$ cat config.mk
export PLATFORM = sky130hd
export DESIGN_NAME = http_response_deframer_top
export DESIGN_NICKNAME = d
export VERILOG_FILES = /design/src/hrd_pkg.sv /design/src/http_response_deframer_top.sv /design/src/hrd_core.sv
export SDC_FILE = /design/constraint.sdc
export NUM_CORES = 1
export LEC_CHECK = 0
export BUFFER_PORTS_ARGS = -buffer_cell sky130_fd_sc_hd__buf_4
export CAP_MARGIN = 10
export CORE_MARGIN = 4
export CORE_UTILIZATION = 25
export DETAILED_ROUTE_END_ITERATION = 6
export PLACE_DENSITY = 0.51
export SETUP_SLACK_MARGIN = 0.5
export SKIP_LAST_GASP = 1
export SLEW_MARGIN = 20
export SYNTH_ARGS = -nofsm -noshare
export SYNTH_HDL_FRONTEND = slang
export SYNTH_HIERARCHICAL = 1
export SYNTH_SLANG_ARGS = --single-unit
$ cat constraint.sdc
create_clock -name clk -period 10.37 [get_ports clk]
set_input_delay 0.5185 -clock clk [delete_from_list [all_inputs] [get_ports clk]]
set_output_delay 0.5185 -clock clk [all_outputs]
set_load 0.005 [all_outputs]
$ cat src/hrd_pkg.sv
`default_nettype none

package hrd_pkg;

    typedef enum logic [6:0] {
        PH_STATUS  = 7'b0000001,
        PH_INTERIM = 7'b0000010,
        PH_HEADERS = 7'b0000100,
        PH_BODY    = 7'b0001000,
        PH_CSIZE   = 7'b0010000,
        PH_CDATA   = 7'b0100000,
        PH_FOOTERS = 7'b1000000
    } phase_t;

    // line_kind codes
    localparam logic [2:0] LK_START = 3'd0;
    localparam logic [2:0] LK_ONE   = 3'd1;
    localparam logic [2:0] LK_TWO   = 3'd2;
    localparam logic [2:0] LK_TAIL  = 3'd3;
    localparam logic [2:0] LK_BAD   = 3'd4;

    localparam logic [1:0] KIND_STATUS = 2'd0;
    localparam logic [1:0] KIND_BODY   = 2'd1;
    localparam logic [1:0] KIND_DONE   = 2'd2;
    localparam logic [1:0] KIND_ERROR  = 2'd3;

    localparam logic ERR_PROTOCOL = 1'b0;
    localparam logic ERR_TOO_MUCH = 1'b1;

    localparam logic [7:0] CH_CR    = 8'h0d;
    localparam logic [7:0] CH_LF    = 8'h0a;
    localparam logic [7:0] CH_COLON = 8'h3a;
    localparam logic [7:0] CH_SPACE = 8'h20;

    localparam logic [31:0] BODY_LIMIT_RESET = 32'd16777216;

    localparam logic [8*7-1:0]  STATUS_PREFIX = "HTTP/1.";
    localparam logic [8*14-1:0] NAME_LENGTH   = "Content-Length";
    localparam logic [8*17-1:0] NAME_ENCODING = "Transfer-Encoding";
    localparam logic [8*7-1:0]  SPELL_LOWER   = "chunked";
    localparam logic [8*7-1:0]  SPELL_CAP     = "Chunked";
    localparam logic [8*7-1:0]  SPELL_UPPER   = "CHUNKED";

    typedef struct packed {
        phase_t      phase;
        logic [4:0]  line_pos;
        logic [2:0]  line_kind;
        logic        cr_pending;
        logic        line_empty;
        logic [15:0] status_acc;
        logic        minor;
        logic [1:0]  key_match;
        logic        value_ok;
        logic [2:0]  spell;
        logic        length_valid;
        logic        chunked;
        logic        finished;
    } ctl_t;

    typedef struct packed {
        logic        valid;
        logic [1:0]  kind;
        logic [7:0]  data;
        logic        last;
        logic [15:0] code;
        logic        minor;
        logic        err;
    } result_t;

    function automatic logic is_ws(input logic [7:0] c);
        return c == 8'h20 || c == 8'h09 || c == 8'h0b || c == 8'h0c || c == 8'h0d;
    endfunction

    function automatic logic is_dec(input logic [7:0] c);
        return c >= "0" && c <= "9";
    endfunction

    // {valid, value}
    function automatic logic [4:0] hex_val(input logic [7:0] c);
        logic [7:0] t;
        t = 8'h00;
        if (c >= "0" && c <= "9") begin
            t = c - 8'h30;
            return {1'b1, t[3:0]};
        end
        if (c >= "a" && c <= "f") begin
            t = c - 8'h57;
            return {1'b1, t[3:0]};
        end
        if (c >= "A" && c <= "F") begin
            t = c - 8'h37;
            return {1'b1, t[3:0]};
        end
        return 5'd0;
    endfunction

    function automatic logic [7:0] char7(input logic [8*7-1:0] s, input logic [4:0] p);
        logic [2:0] i;
        i = 3'd6 - p[2:0];
        if (p < 5'd7)
            return s[8*i +: 8];
        return 8'h00;
    endfunction

    function automatic logic [7:0] char_len(input logic [4:0] p);
        logic [3:0] i;
        i = 4'd13 - p[3:0];
        if (p < 5'd14)
            return NAME_LENGTH[8*i +: 8];
        return 8'h00;
    endfunction

    function automatic logic [7:0] char_enc(input logic [4:0] p);
        logic [4:0] i;
        i = 5'd16 - p;
        if (p < 5'd17)
            return NAME_ENCODING[8*i +: 8];
        return 8'h00;
    endfunction

endpackage

`default_nettype wire

$ cat src/http_response_deframer_top.sv
// A result is registered and appears on the output in the cycle after its input request is accepted.
// Throughput: one input request per cycle; each byte passes one register stage.
// The output register stalls input only while a held result is not taken.
// Reset (rst_n low, asynchronous): parser waits for a status line, body_limit = 16777216.
`default_nettype none

module http_response_deframer_top
    import hrd_pkg::*;
#(
    parameter int LEN_BITS = 32
) (
    input  wire logic        clk,
    input  wire logic        rst_n,
    input  wire logic        in_valid,
    output logic             in_ready,
    input  wire logic        func,
    input  wire logic [7:0]  rx_byte,
    input  wire logic        cfg_valid,
    output logic             cfg_ready,
    input  wire logic [31:0] cfg_data,
    output logic             out_valid,
    input  wire logic        out_ready,
    output logic [1:0]       kind,
    output logic [7:0]       body_byte,
    output logic             body_last,
    output logic [15:0]      status_code,
    output logic             http_minor,
    output logic             error_code
);

    logic [31:0] limit_reg;
    logic        out_valid_reg;
    result_t     out_reg;
    result_t     res;
    logic        step;

    assign in_ready  = !out_valid_reg || out_ready;
    assign cfg_ready = 1'b1;
    assign step      = in_valid && in_ready;

    hrd_core #(
        .LEN_BITS (LEN_BITS)
    ) u_core (
        .clk        (clk),
        .rst_n      (rst_n),
        .step       (step),
        .func       (func),
        .rx_byte    (rx_byte),
        .body_limit (limit_reg),
        .res        (res)
    );

    always_ff @(posedge clk or negedge rst_n)
    begin
        if (!rst_n)
        begin
            limit_reg     <= BODY_LIMIT_RESET;
            out_valid_reg <= 1'b0;
        end
        else
        begin
            if (cfg_valid && cfg_ready)
                limit_reg <= cfg_data;
            if (in_ready)
                out_valid_reg <= step && res.valid;
        end
    end

    always_ff @(posedge clk)
    begin
        if (step && res.valid)
            out_reg <= res;
    end

    assign out_valid   = out_valid_reg;
    assign kind        = out_reg.kind;
    assign body_byte   = out_reg.data;
    assign body_last   = out_reg.last;
    assign status_code = out_reg.code;
    assign http_minor  = out_reg.minor;
    assign error_code  = out_reg.err;

endmodule

`default_nettype wire

$ cat src/hrd_core.sv
`default_nettype none

module hrd_core
    import hrd_pkg::*;
#(
    parameter int LEN_BITS = 32
) (
    input  wire logic        clk,
    input  wire logic        rst_n,
    input  wire logic        step,
    input  wire logic        func,
    input  wire logic [7:0]  rx_byte,
    input  wire logic [31:0] body_limit,
    output result_t          res
);

    localparam int CW = (LEN_BITS > 32) ? LEN_BITS : 32;

    ctl_t                ctl_reg, ctl_next;
    logic [LEN_BITS-1:0] value_reg, value_next;
    logic [LEN_BITS-1:0] length_reg, length_next;
    logic [LEN_BITS-1:0] left_reg, left_next;

    always_ff @(posedge clk or negedge rst_n)
    begin
        if (!rst_n)
        begin
            ctl_reg            <= '0;
            ctl_reg.phase      <= PH_STATUS;
            ctl_reg.line_empty <= 1'b1;
            ctl_reg.key_match  <= 2'b11;
            value_reg          <= '0;
            length_reg         <= '0;
            left_reg           <= '0;
        end
        else
        begin
            ctl_reg    <= ctl_next;
            value_reg  <= value_next;
            length_reg <= length_next;
            left_reg   <= left_next;
        end
    end

    always_comb
    begin
        logic [7:0]          c;
        logic                do_end;
        logic                do_content;
        logic                skip;
        logic [4:0]          hx;
        logic [LEN_BITS+3:0] dec_w;
        logic [19:0]         st_w;
        logic [CW-1:0]       lim_w;
        logic [CW-1:0]       cmp_w;
        logic                line_reset;

        c          = rx_byte;
        ctl_next   = ctl_reg;
        value_next = value_reg;
        length_next = length_reg;
        left_next  = left_reg;
        res        = '0;
        do_end     = 1'b0;
        do_content = 1'b0;
        skip       = 1'b0;
        hx         = hex_val(c);
        dec_w      = '0;
        st_w       = '0;
        lim_w      = CW'(body_limit);
        cmp_w      = '0;
        line_reset = 1'b0;

        if (step)
        begin
            if (func)
            begin
                ctl_next              = '0;
                ctl_next.phase        = PH_STATUS;
                ctl_next.line_empty   = 1'b1;
                ctl_next.key_match    = 2'b11;
                value_next            = '0;
                length_next           = '0;
                left_next             = '0;
            end
            else if (!ctl_reg.finished)
            begin
                if (ctl_reg.phase == PH_BODY)
                begin
                    left_next = left_reg - LEN_BITS'(1);
                    res.valid = 1'b1;
                    res.kind  = KIND_BODY;
                    res.data  = c;
                    res.last  = (left_reg == LEN_BITS'(1));
                    if (left_reg == LEN_BITS'(1))
                        ctl_next.finished = 1'b1;
                end
                else if (ctl_reg.phase == PH_CDATA)
                begin
                    left_next = left_reg - LEN_BITS'(1);
                    res.valid = 1'b1;
                    res.kind  = KIND_BODY;
                    res.data  = c;
                    if (left_reg == LEN_BITS'(1))
                    begin
                        ctl_next.phase = PH_CSIZE;
                        line_reset     = 1'b1;
                    end
                end
                else if (c == 8'h00)
                begin
                    ctl_next.finished = 1'b1;
                    res.valid = 1'b1;
                    res.kind  = KIND_ERROR;
                    res.err   = ERR_PROTOCOL;
                end
                else
                begin
                    if (ctl_reg.cr_pending)
                    begin
                        ctl_next.cr_pending = 1'b0;
                        if (c == CH_LF)
                            do_end = 1'b1;
                        else
                        begin
                            // a lone CR taken as a line character
                            ctl_next.line_empty = 1'b0;
                            case (ctl_next.phase)
                                PH_STATUS:
                                begin
                                    if (ctl_next.line_kind == LK_START)
                                        ctl_next.line_kind = LK_BAD;
                                    else if (ctl_next.line_kind == LK_TWO)
                                        ctl_next.line_kind = LK_TAIL;
                                end
                                PH_HEADERS:
                                begin
                                    if (ctl_next.line_kind == LK_START)
                                    begin
                                        ctl_next.key_match = 2'b00;
                                    end
                                    else
                                    begin
                                        if (ctl_next.line_kind == LK_ONE)
                                        begin
                                            ctl_next.line_kind = LK_TWO;
                                            ctl_next.line_pos  = 5'd0;
                                            value_next         = '0;
                                        end
                                        ctl_next.value_ok = 1'b0;
                                        ctl_next.spell    = 3'b000;
                                    end
                                    if (ctl_next.line_pos < 5'd31)
                                        ctl_next.line_pos = ctl_next.line_pos + 5'd1;
                                end
                                PH_CSIZE:
                                begin
                                    if (ctl_next.line_kind == LK_ONE ||
                                        ctl_next.line_kind == LK_TWO)
                                        ctl_next.line_kind = LK_TAIL;
                                end
                                default: ;
                            endcase
                        end
                    end
                    if (!do_end)
                    begin
                        if (c == CH_CR)
                            ctl_next.cr_pending = 1'b1;
                        else if (c == CH_LF)
                            do_end = 1'b1;
                        else
                            do_content = 1'b1;
                    end

                    if (do_content)
                    begin
                        ctl_next.line_empty = 1'b0;
                        case (ctl_next.phase)
                            PH_STATUS:
                            begin
                                case (ctl_next.line_kind)
                                    LK_START:
                                    begin
                                        if (ctl_next.line_pos < 5'd7)
                                        begin
                                            if (c == char7(STATUS_PREFIX, ctl_next.line_pos))
                                                ctl_next.line_pos = ctl_next.line_pos + 5'd1;
                                            else
                                                ctl_next.line_kind = LK_BAD;
                                        end
                                        else if (c == "0" || c == "1")
                                        begin
                                            ctl_next.minor     = c[0];
                                            ctl_next.line_kind = LK_ONE;
                                        end
                                        else
                                            ctl_next.line_kind = LK_BAD;
                                    end
                                    LK_ONE:
                                    begin
                                        if (is_dec(c))
                                        begin
                                            ctl_next.status_acc = {12'd0, hx[3:0]};
                                            ctl_next.line_kind  = LK_TWO;
                                        end
                                        else if (!is_ws(c))
                                            ctl_next.line_kind = LK_BAD;
                                    end
                                    LK_TWO:
                                    begin
                                        if (is_dec(c))
                                        begin
                                            st_w = 20'(ctl_next.status_acc) * 20'd10
                                                 + 20'(hx[3:0]);
                                            ctl_next.status_acc = (st_w[19:16] != 4'd0)
                                                ? 16'hffff : st_w[15:0];
                                        end
                                        else
                                            ctl_next.line_kind = LK_TAIL;
                                    end
                                    default: ;
                                endcase
                            end
                            PH_HEADERS:
                            begin
                                if (ctl_next.line_kind == LK_START)
                                begin
                                    if (c == CH_COLON)
                                    begin
                                        ctl_next.key_match = ctl_next.key_match &
                                            {ctl_next.line_pos == 5'd17,
                                             ctl_next.line_pos == 5'd14};
                                        ctl_next.line_kind = LK_ONE;
                                        ctl_next.line_pos  = 5'd0;
                                    end
                                    else
                                    begin
                                        if (c != char_len(ctl_next.line_pos))
                                            ctl_next.key_match[0] = 1'b0;
                                        if (c != char_enc(ctl_next.line_pos))
                                            ctl_next.key_match[1] = 1'b0;
                                        if (ctl_next.line_pos < 5'd31)
                                            ctl_next.line_pos = ctl_next.line_pos + 5'd1;
                                    end
                                end
                                else
                                begin
                                    if (ctl_next.line_kind == LK_ONE)
                                    begin
                                        if (c == CH_SPACE)
                                            skip = 1'b1;
                                        else
                                        begin
                                            ctl_next.line_kind = LK_TWO;
                                            ctl_next.value_ok  = 1'b1;
                                            ctl_next.spell     = 3'b111;
                                            ctl_next.line_pos  = 5'd0;
                                            value_next         = '0;
                                        end
                                    end
                                    if (!skip)
                                    begin
                                        if (is_dec(c) && ctl_next.value_ok)
                                        begin
                                            dec_w = (LEN_BITS+4)'(value_next)
                                                  * (LEN_BITS+4)'(10)
                                                  + (LEN_BITS+4)'(hx[3:0]);
                                            value_next = (dec_w[LEN_BITS+3:LEN_BITS] != 4'd0)
                                                ? '1 : dec_w[LEN_BITS-1:0];
                                        end
                                        else
                                            ctl_next.value_ok = 1'b0;
                                        if (c != char7(SPELL_LOWER, ctl_next.line_pos))
                                            ctl_next.spell[0] = 1'b0;
                                        if (c != char7(SPELL_CAP, ctl_next.line_pos))
                                            ctl_next.spell[1] = 1'b0;
                                        if (c != char7(SPELL_UPPER, ctl_next.line_pos))
                                            ctl_next.spell[2] = 1'b0;
                                        if (ctl_next.line_pos < 5'd31)
                                            ctl_next.line_pos = ctl_next.line_pos + 5'd1;
                                    end
                                end
                            end
                            PH_CSIZE:
                            begin
                                case (ctl_next.line_kind)
                                    LK_START:
                                    begin
                                        if (c == "0")
                                        begin
                                            value_next         = '0;
                                            ctl_next.line_kind = LK_ONE;
                                        end
                                        else if (hx[4])
                                        begin
                                            value_next         = LEN_BITS'(hx[3:0]);
                                            ctl_next.line_kind = LK_TWO;
                                        end
                                        else if (!is_ws(c))
                                            ctl_next.line_kind = LK_BAD;
                                    end
                                    LK_ONE:
                                    begin
                                        if (c == "x" || c == "X")
                                            ctl_next.line_kind = LK_TWO;
                                        else if (hx[4])
                                        begin
                                            value_next         = LEN_BITS'(hx[3:0]);
                                            ctl_next.line_kind = LK_TWO;
                                        end
                                        else
                                            ctl_next.line_kind = LK_TAIL;
                                    end
                                    LK_TWO:
                                    begin
                                        if (hx[4])
                                            value_next = (value_next[LEN_BITS-1 -: 4] != 4'd0)
                                                ? '1 : {value_next[LEN_BITS-5:0], hx[3:0]};
                                        else
                                            ctl_next.line_kind = LK_TAIL;
                                    end
                                    default: ;
                                endcase
                            end
                            default: ;
                        endcase
                    end

                    if (do_end)
                    begin
                        line_reset = 1'b1;
                        unique case (ctl_next.phase)
                            PH_STATUS:
                            begin
                                if (ctl_next.line_kind != LK_TWO &&
                                    ctl_next.line_kind != LK_TAIL)
                                begin
                                    line_reset        = 1'b0;
                                    ctl_next.finished = 1'b1;
                                    res.valid = 1'b1;
                                    res.kind  = KIND_ERROR;
                                    res.err   = ERR_PROTOCOL;
                                end
                                else if (ctl_next.status_acc == 16'd100)
                                    ctl_next.phase = PH_INTERIM;
                                else
                                begin
                                    ctl_next.phase = PH_HEADERS;
                                    res.valid = 1'b1;
                                    res.kind  = KIND_STATUS;
                                    res.code  = ctl_next.status_acc;
                                    res.minor = ctl_next.minor;
                                end
                            end
                            PH_INTERIM:
                            begin
                                if (ctl_next.line_empty)
                                    ctl_next.phase = PH_STATUS;
                            end
                            PH_HEADERS:
                            begin
                                cmp_w = CW'(length_next);
                                if (!ctl_next.line_empty)
                                begin
                                    if (ctl_next.line_kind != LK_TWO)
                                    begin
                                        line_reset        = 1'b0;
                                        ctl_next.finished = 1'b1;
                                        res.valid = 1'b1;
                                        res.kind  = KIND_ERROR;
                                        res.err   = ERR_PROTOCOL;
                                    end
                                    else if (ctl_next.key_match == 2'b01)
                                    begin
                                        length_next           = value_next;
                                        ctl_next.length_valid = ctl_next.value_ok;
                                    end
                                    else if (ctl_next.key_match == 2'b10)
                                        ctl_next.chunked = (ctl_next.spell != 3'b000) &&
                                                           (ctl_next.line_pos == 5'd7);
                                end
                                else if (ctl_next.chunked)
                                    ctl_next.phase = PH_CSIZE;
                                else
                                begin
                                    line_reset = 1'b0;
                                    res.valid  = 1'b1;
                                    if (!ctl_next.length_valid)
                                    begin
                                        ctl_next.finished = 1'b1;
                                        res.kind = KIND_ERROR;
                                        res.err  = ERR_PROTOCOL;
                                    end
                                    else if (cmp_w > lim_w)
                                    begin
                                        ctl_next.finished = 1'b1;
                                        res.kind = KIND_ERROR;
                                        res.err  = ERR_TOO_MUCH;
                                    end
                                    else if (length_next == '0)
                                    begin
                                        ctl_next.finished = 1'b1;
                                        res.kind = KIND_DONE;
                                    end
                                    else
                                    begin
                                        res.valid      = 1'b0;
                                        line_reset     = 1'b1;
                                        ctl_next.phase = PH_BODY;
                                        left_next      = length_next;
                                    end
                                end
                            end
                            PH_CSIZE:
                            begin
                                cmp_w = CW'(value_next);
                                if (!ctl_next.line_empty)
                                begin
                                    if (ctl_next.line_kind == LK_START ||
                                        ctl_next.line_kind == LK_BAD)
                                    begin
                                        line_reset        = 1'b0;
                                        ctl_next.finished = 1'b1;
                                        res.valid = 1'b1;
                                        res.kind  = KIND_ERROR;
                                        res.err   = ERR_PROTOCOL;
                                    end
                                    else if (cmp_w > lim_w)
                                    begin
                                        line_reset        = 1'b0;
                                        ctl_next.finished = 1'b1;
                                        res.valid = 1'b1;
                                        res.kind  = KIND_ERROR;
                                        res.err   = ERR_TOO_MUCH;
                                    end
                                    else if (value_next == '0)
                                        ctl_next.phase = PH_FOOTERS;
                                    else
                                    begin
                                        ctl_next.phase = PH_CDATA;
                                        left_next      = value_next;
                                    end
                                end
                            end
                            default:
                            begin
                                if (ctl_next.line_empty)
                                begin
                                    line_reset        = 1'b0;
                                    ctl_next.finished = 1'b1;
                                    res.valid = 1'b1;
                                    res.kind  = KIND_DONE;
                                end
                            end
                        endcase
                    end
                end

                if (line_reset)
                begin
                    ctl_next.line_pos   = 5'd0;
                    ctl_next.line_kind  = LK_START;
                    ctl_next.line_empty = 1'b1;
                    ctl_next.cr_pending = 1'b0;
                    ctl_next.key_match  = 2'b11;
                    ctl_next.value_ok   = 1'b0;
                    ctl_next.spell      = 3'b000;
                    ctl_next.status_acc = 16'd0;
                    value_next          = '0;
                end
            end
        end
    end

    a_quiet_when_finished: assert property (@(posedge clk) disable iff (!rst_n)
        ctl_reg.finished && step && !func |-> !res.valid)
        else $error("result after completion");

    a_body_in_data_phase: assert property (@(posedge clk) disable iff (!rst_n)
        res.valid && res.kind == KIND_BODY |->
            ctl_reg.phase == PH_BODY || ctl_reg.phase == PH_CDATA)
        else $error("body byte outside data phase");

    a_last_finishes: assert property (@(posedge clk) disable iff (!rst_n)
        res.valid && res.last |=> ctl_reg.finished)
        else $error("last body byte did not finish response");

endmodule

`default_nettype wire

==> impl_metrics.json, run 1 <==
{
  "p_per_area_mw_per_mm2": 86.4,
  "cpMostUsedCell": "a21o_1",
  "status": "complete, but fails checks",
  "synth_seq_cells": 201,
  "first_pass_iters": 7,
  "crit_start": "u_core/ctl_reg[36]",
  "slowest_stage": "or4_4",
  "dieArea_mm2": 0.0868,
  "portBuffers": 76,
  "setup_violations": 0,
  "wl_mm": 80.3,
  "wl_per_cell_um": 21.1,
  "via_per_inst": 5.45,
  "hpwl_mm": 62.1,
  "clockRootBuffer": "clkbuf_16",
  "synth-edff-count": 29,
  "synth-seq-area-share_pct": 25.2,
  "worstSetupPathType": "reg -> reg",
  "detail-route-antenna-nets": 0,
  "numClockSinks": 201,
  "antenna_cells": 0,
  "synthArstFlopShare_pct": 85.6,
  "rows": 104,
  "drt_iter0_markers": 1855,
  "post_synth_num_cell_types": 109,
  "arrival_ns": 10.01,
  "timing.fmax_mhz": 105,
  "finalSetupTns_ns": 0,
  "cp-end-kind": "flip-flop",
  "grt_first_pass_wirelength_mm": 122,
  "worst-path-max-fanout": 25,
  "routed-via-count": 20700,
  "rsz0062_at_grt": "no",
  "die_h_um": 295,
  "grt_pass1_vias": 19700,
  "grt.total_usage_pct": 17.8,
  "drv_cap": 0,
  "critical-path-top-delay-family": "compound AO/OA/AOI/OAI gates",
  "cpPeakStageDelay_ns": 0.61,
  "hold_ws_ns": 0.177,
  "place_congestion": 0.947,
  "clkTransAtPathRegs_ns": 0.07,
  "design.core.area_mm2": 0.0809,
  "synth_warnings": 6,
  "synthCells": 2588,
  "worstMarginPinSlew_ns": 1.10,
  "fillers": 8715,
  "numCtsBuffers": 27,
  "drive_above_1_share_pct": 15.2,
  "grt_overflow_total": 0,
  "htree_levels": 1,
  "clock_latency_ns": 0.58,
  "failed_checks": "design-rule violations",
  "skew_ns": 0.0207,
  "hold_start": "cfg_data[26]",
  "io_pins": 78,
  "syn_area_per_cell_um2": 7.94,
  "final.period_utilization_pct": 91.8,
  "power_leakage_uw": 0.0107,
  "crit_path_start_kind": "flip-flop",
  "grt_max_degree": 73,
  "fin_nets": 2956,
  "cts_tree": "yes",
  "synth_fp_nets": 2821,
  "start_util_pct": 25.4,
  "die_w_um": 295,
  "cp_data_required_time_ns": 10.86,
  "worst-path-buf-inv": 1,
  "largest_register_ffs": 43,
  "synthFlopType": "dfrtp_1",
  "fin_crit_ns": 9.52,
  "relSlewSlack_pct": 26.4,
  "hold_viol_final": 0,
  "vdd_drop_max_v": 0.000118,
  "maxSlewViolCount": 0,
  "cts_max_path_buffers": 3,
  "drc": 2,
  "area_growth_pct": 18.1,
  "netlist_area_mm2": 0.0205,
  "min_path_type": "in -> reg",
  "antenna_found_initial": 0,
  "r2r_start": "u_core/ctl_reg[36]"
}
==> path summary, 6_finish.rpt <==
path / endpoint / slack, ns / cells past startpoint
min reg2reg: u_core/ctl_reg[5] / 0.48 / 2
min in group asynchronous: out_valid / 0.42 / 2
max: u_core/ctl_reg[42] / 0.85 / 37
max in group asynchronous: u_core/length_reg[11] / 8.40 / 4
max reg2reg: u_core/ctl_reg[42] / 0.85 / 37
min: limit_reg[26] / 0.18 / 2
==> what timing repair did <==
action / in CTS / in global routing
endpoints found under the setup margin: 92 / 135
hold buffers: 1 / 0
pin swaps: 0 / 9
cloned: 1 / 0
endpoints found under the hold margin: 38 / 0
buffers inserted: 4 / 2
gates resized for setup: 3 / 41
==> report_power, final <==
group          leakage, µW  switching [µW]  internal, µW  total (µW)
clock             0.000421             403           531         933
combinational      0.00777             210           122         332
sequential         0.00254            14.9           816         831
==> through the flow <==
step | cells | setup WS, ns | util (%) | area, µm² | total power [µW]
final | 3804 | 0.846 | 30.0 | 24300 | 2100
after global routing | 3804 | 0.486 | 30.0 | 24300 | 2190
after CTS | 3801 | 0.558 | 29.7 | 24000 | 2110
after detailed placement | 3745 | 0.155 | 28.5 | 23100 | 1170
after global placement | 3745 | 0.221 | 28.5 | 23100 | 1170
after floorplan | 2588 | 0.531 | - | 20600 | 1040
==> synth_stat cells, drive strengths merged, types with 8 or more instances <==
master	n	area [µm²]
nor2	198	743
xor2	48	420
nand4	42	263
dfrtp	167	4180
edfxtp	29	871
o31ai	23	178
nor3b	14	105
ha	183	2290
nor4	36	244
o211ai	32	250
a31oi	31	200
a221oi	9	78.8
nand3	70	350
buf	38	290
xnor2	76	673
mux2	47	642
nor3	83	432
a22o	27	236
o21bai	8	60.1
a21o	47	353
or2	13	81.3
nand3b	9	67.6
a21oi	185	930
a311oi	12	105
nand2	306	1150
a211oi	37	295
nor2b	20	125
o22ai	16	100
a21boi	9	67.6
o21a	30	225
o21ai	254	1290
inv	97	364
mux2i	14	140
nand2b	27	169
and2	47	294
and3	28	175
a22oi	17	128
or4	14	113
or3	25	161
clkbuf	94	357
==> cell usage in the layout (no fill, tap or decap), types with 11 or more instances in the layout <==
master / n
nand4_1: 42
o211ai_1: 30
nor3b_1: 12
mux2i_1: 14
nor3_1: 77
nand2_1: 305
ha_1: 182
or3_1: 24
o22ai_1: 16
mux2_4: 31
edfxtp_1: 29
a22o_1: 27
a31oi_1: 30
a21oi_1: 177
a21o_1: 47
nand2b_1: 27
dfrtp_1: 167
o21ai_1: 20
a211oi_1: 33
and3_1: 27
or4_1: 11
o21ai_0: 226
o21a_1: 29
inv_1: 96
o31ai_1: 21
nor2b_1: 19
buf_4: 224
clkbuf_16: 27
nand3_1: 67
or2_2: 11
nor4_1: 32
and2_1: 46
xnor2_1: 74
nor2_1: 194
xor2_1: 48
a22oi_1: 17
==> logic make-up (layout without fill, tap and decap cells) <==
logic type / Yosys count / after routing / share of synthesized area [%]
compound gates: 822 / 822 / 25.9
xor+xnor: 124 / 124 / 5.32
fa+ha+maj: 189 / 189 / 11.6
buf+inv: 230 / 385 / 4.94
flops: 201 / 201 / 25.2
mux: 63 / 63 / 4.03
other cells: 1 / 1 / 0.0183
simple gates: 958 / 959 / 23.0
==> layer usage <==
metal,share of wire [%],global-route usage [%]
met1,45,24.5
met2,45,29.0
met3,5.8,2.00
met4,4.0,6.11
met5,0,0
==> layout make-up <==
type / instances / area, µm² / area share, %
clock buffers: 33 / 728 / 3.00
clock inverters: 17 / 151 / 0.624
inverters: 98 / 368 / 1.52
multi-input cells: 2158 / 14600 / 60.2
flip-flops and latches: 201 / 5180 / 21.4
well taps: 1060 / 1330 / 5.47
repair buffers: 237 / 1900 / 7.83
No activity file was read; power rests on OpenSTA's default activity.
==> inputs of run 2 (changes only) <==
ABC_AREA = 1   (was default)
==> run 2 against run 1 <==
Against the previous run:
- the flow now finishes without violations
- clock skew down 0.010 ns
- flip-flop and latch count unchanged
- die area up 7.7%
- register-to-register slack better by 0.39 ns
==> impl_metrics.json, run 2 <==
{
  "grt_max_degree": 106,
  "ff2ff_path_depth": 55,
  "synth_seq_cells": 201,
  "grt.total_usage_pct": 16.8,
  "cp_data_required_time_ns": 10.62,
  "hpwl_mm": 63.5,
  "wl_mm": 81.3,
  "grt_pass1_vias": 22200,
  "place_area_mm2": 0.0239,
  "numCtsBuffers": 26,
  "finalSetupTns_ns": 0,
  "final.period_utilization_pct": 88.1,
  "drv_cap": 0,
  "first_pass_iters": 5,
  "relSlewSlack_pct": 25.7,
  "clockRootBuffer": "clkbuf_16",
  "cpPeakStageDelay_ns": 0.44,
  "netlist_area_mm2": 0.0222,
  "synth_area_leader_cell": "dfrtp_1",
  "r2r_start": "u_core/ctl_reg[42]",
  "synth_top_area_share_pct": 18.8,
  "antenna_found_initial": 0,
  "routed-via-count": 23300,
  "skew_ns": 0.0103,
  "yosysMostFrequentCell": "nand2_1",
  "drc": 0,
  "r2r_end": "body_byte[4]",
  "portBuffers": 76,
  "htree_levels": 1,
  "post_synth_num_cell_types": 74,
  "fillers": 9881,
  "rows": 108,
  "detail-route-antenna-nets": 0,
  "synthArstFlopShare_pct": 85.6,
  "holdBufCountCts": 0,
  "timing.fmax_mhz": 109,
  "hold_viol_final": 0,
  "die_h_um": 306,
  "rrSetupSlack_ns": 1.24,
  "p_per_area_mw_per_mm2": 148,
  "synth_warnings": 6,
  "antenna_cells": 0,
  "synth_area_leaders": "dfrtp_1 (19%), nand2_1 (18%), ha_1 (10%), inv_1 (9.4%), nand3_1 (5.5%)",
  "via_per_inst": 4.87,
  "worstMarginPinSlew_ns": 1.11,
  "slowest_stage": "ha_1",
  "cpMostUsedCell": "nand2_1",
  "final_cell_mix": "nand2_1 (1048), inv_1 (555), nor2_1 (321), nand3_1 (242), a21oi_1 (228)",
  "start_util_pct": 25.4,
  "cp-end-kind": "flip-flop",
  "crit_path_start_kind": "flip-flop",
  "wl_per_cell_um": 17.0,
  "worst-path-max-fanout": 26,
  "grt_overflow_total": 0,
  "dieArea_mm2": 0.0936,
  "finish.utilization_pct": 28.4,
  "synthCells": 3574,
  "synthFlopType": "dfrtp_1",
  "min_path_type": "in -> async",
  "place_congestion": 0.918,
  "worstSetupPathType": "reg -> reg",
  "cts_tree": "yes",
  "clkTransAtPathRegs_ns": 0.06,
  "area_growth_pct": 12.0,
  "design.core.area_mm2": 0.0874,
  "fin_area_mm2": 0.0248,
  "fin_nets": 3834,
  "cts_max_path_buffers": 3,
  "maxSlewViolCount": 0,
  "drt_iter0_markers": 1759,
  "vdd_drop_max_v": 0.000112,
  "syn_area_per_cell_um2": 6.21,
  "largest_register_ffs": 43,
  "synth-edff-count": 29,
  "io_pins": 78,
  "synthTopCellsByCount": "nand2_1 (1050), inv_1 (555), nor2_1 (324), nand3_1 (244), a21oi_1 (228)",
  "drive_above_1_share_pct": 7.98,
  "fin_crit_ns": 9.13,
  "grt_first_pass_wirelength_mm": 128,
  "power_leakage_uw": 0.0132,
  "arrival_ns": 9.38,
  "rsz0062_at_grt": "no",
  "layout_commonest_cell": "nand2_1",
  "synth_fp_nets": 3807,
  "clock_latency_ns": 0.55,
  "numClockSinks": 201,
  "synth-seq-area-share_pct": 23.4,
  "die_w_um": 306,
  "status": "finished clean",
  "setup_violations": 0
}
==> run 2: how the worst max path moves through the flow <==
stage | from | endpoint | cells past startpoint
after floorplan | rx_byte[0] | body_byte[0] | 61
after global placement | rx_byte[0] | body_byte[6] | 55
final | u_core/ctl_reg[42] | body_byte[4] | 55
after detailed placement | rx_byte[0] | body_byte[6] | 58
after global routing | u_core/ctl_reg[42] | status_code[1] | 62
after CTS | u_core/ctl_reg[42] | body_byte[4] | 57
==> run 2: timing repair <==
action / 4_1_cts / 5_1_grt
endpoints found under the setup margin: 93 / 136
buffers inserted: 0 / 3
pin swaps: 1 / 1
gates cloned: 1 / 0
resized for setup: 1 / 7
==> run 2: through the flow <==
step / hold slack [ns] / instances / total power [µW] / setup slack, ns
after floorplan: 0.223 / 3574 / 2190 / 1.52
after global placement: 0.459 / 4724 / 2700 / 0.150
after detailed placement: 0.454 / 4724 / 2690 / 0.0691
after CTS: 0.123 / 4773 / 3660 / 0.661
after global routing: 0.154 / 4776 / 3960 / 0.497
final: 0.0921 / 4776 / 3680 / 1.24
==> run 2: area by class of cell <==
cell class,instances,area (µm²),area share [%]
repair buffers,113,883,3.56
clock buffers,29,693,2.79
flip-flops and latches,201,5180,20.9
clock inverters,19,184,0.741
inverters,569,2140,8.61
multi-input cells,2690,14300,57.6
well taps,1155,1450,5.82
==> run 2: metal layers <==
| metal | global-route usage, % | vias up | share of wire (%) |
|---|---|---|---|
| met3 | 1.21 | 86 | 4.8 |
| met2 | 28.4 | 704 | 47 |
| met4 | 3.07 | 0 | 1.8 |
| met5 | 0 | - | 0 |
| li1 | - | 11600 | - |
| met1 | 23.8 | 10800 | 47 |
==> run 2: cell families after synthesis <==
logic type / share of synthesized area (%)
AND/OR/NAND/NOR: 35.7
buffers and inverters: 12.4
AO/OA/AOI/OAI: 14.9
flip-flops: 23.4
adder cells (fa/ha/maj): 10.7
XOR/XNOR: 2.87
other: 0.0169
==> run 2: where the power goes <==
part	internal, µW	switching (µW)
clock network	556	386
registers	873	67.3
logic	552	1250
==> run 2: worst max-delay path, delay by kind of cell (launching register included) <==
| family | cells | cell delay (ns) |
|---|---|---|
| compound gates | 3 | 0.55 |
| fa+ha+maj | 3 | 0.96 |
| buf+inv | 16 | 2.04 |
| flops | 1 | 0.39 |
| simple gates | 33 | 4.82 |
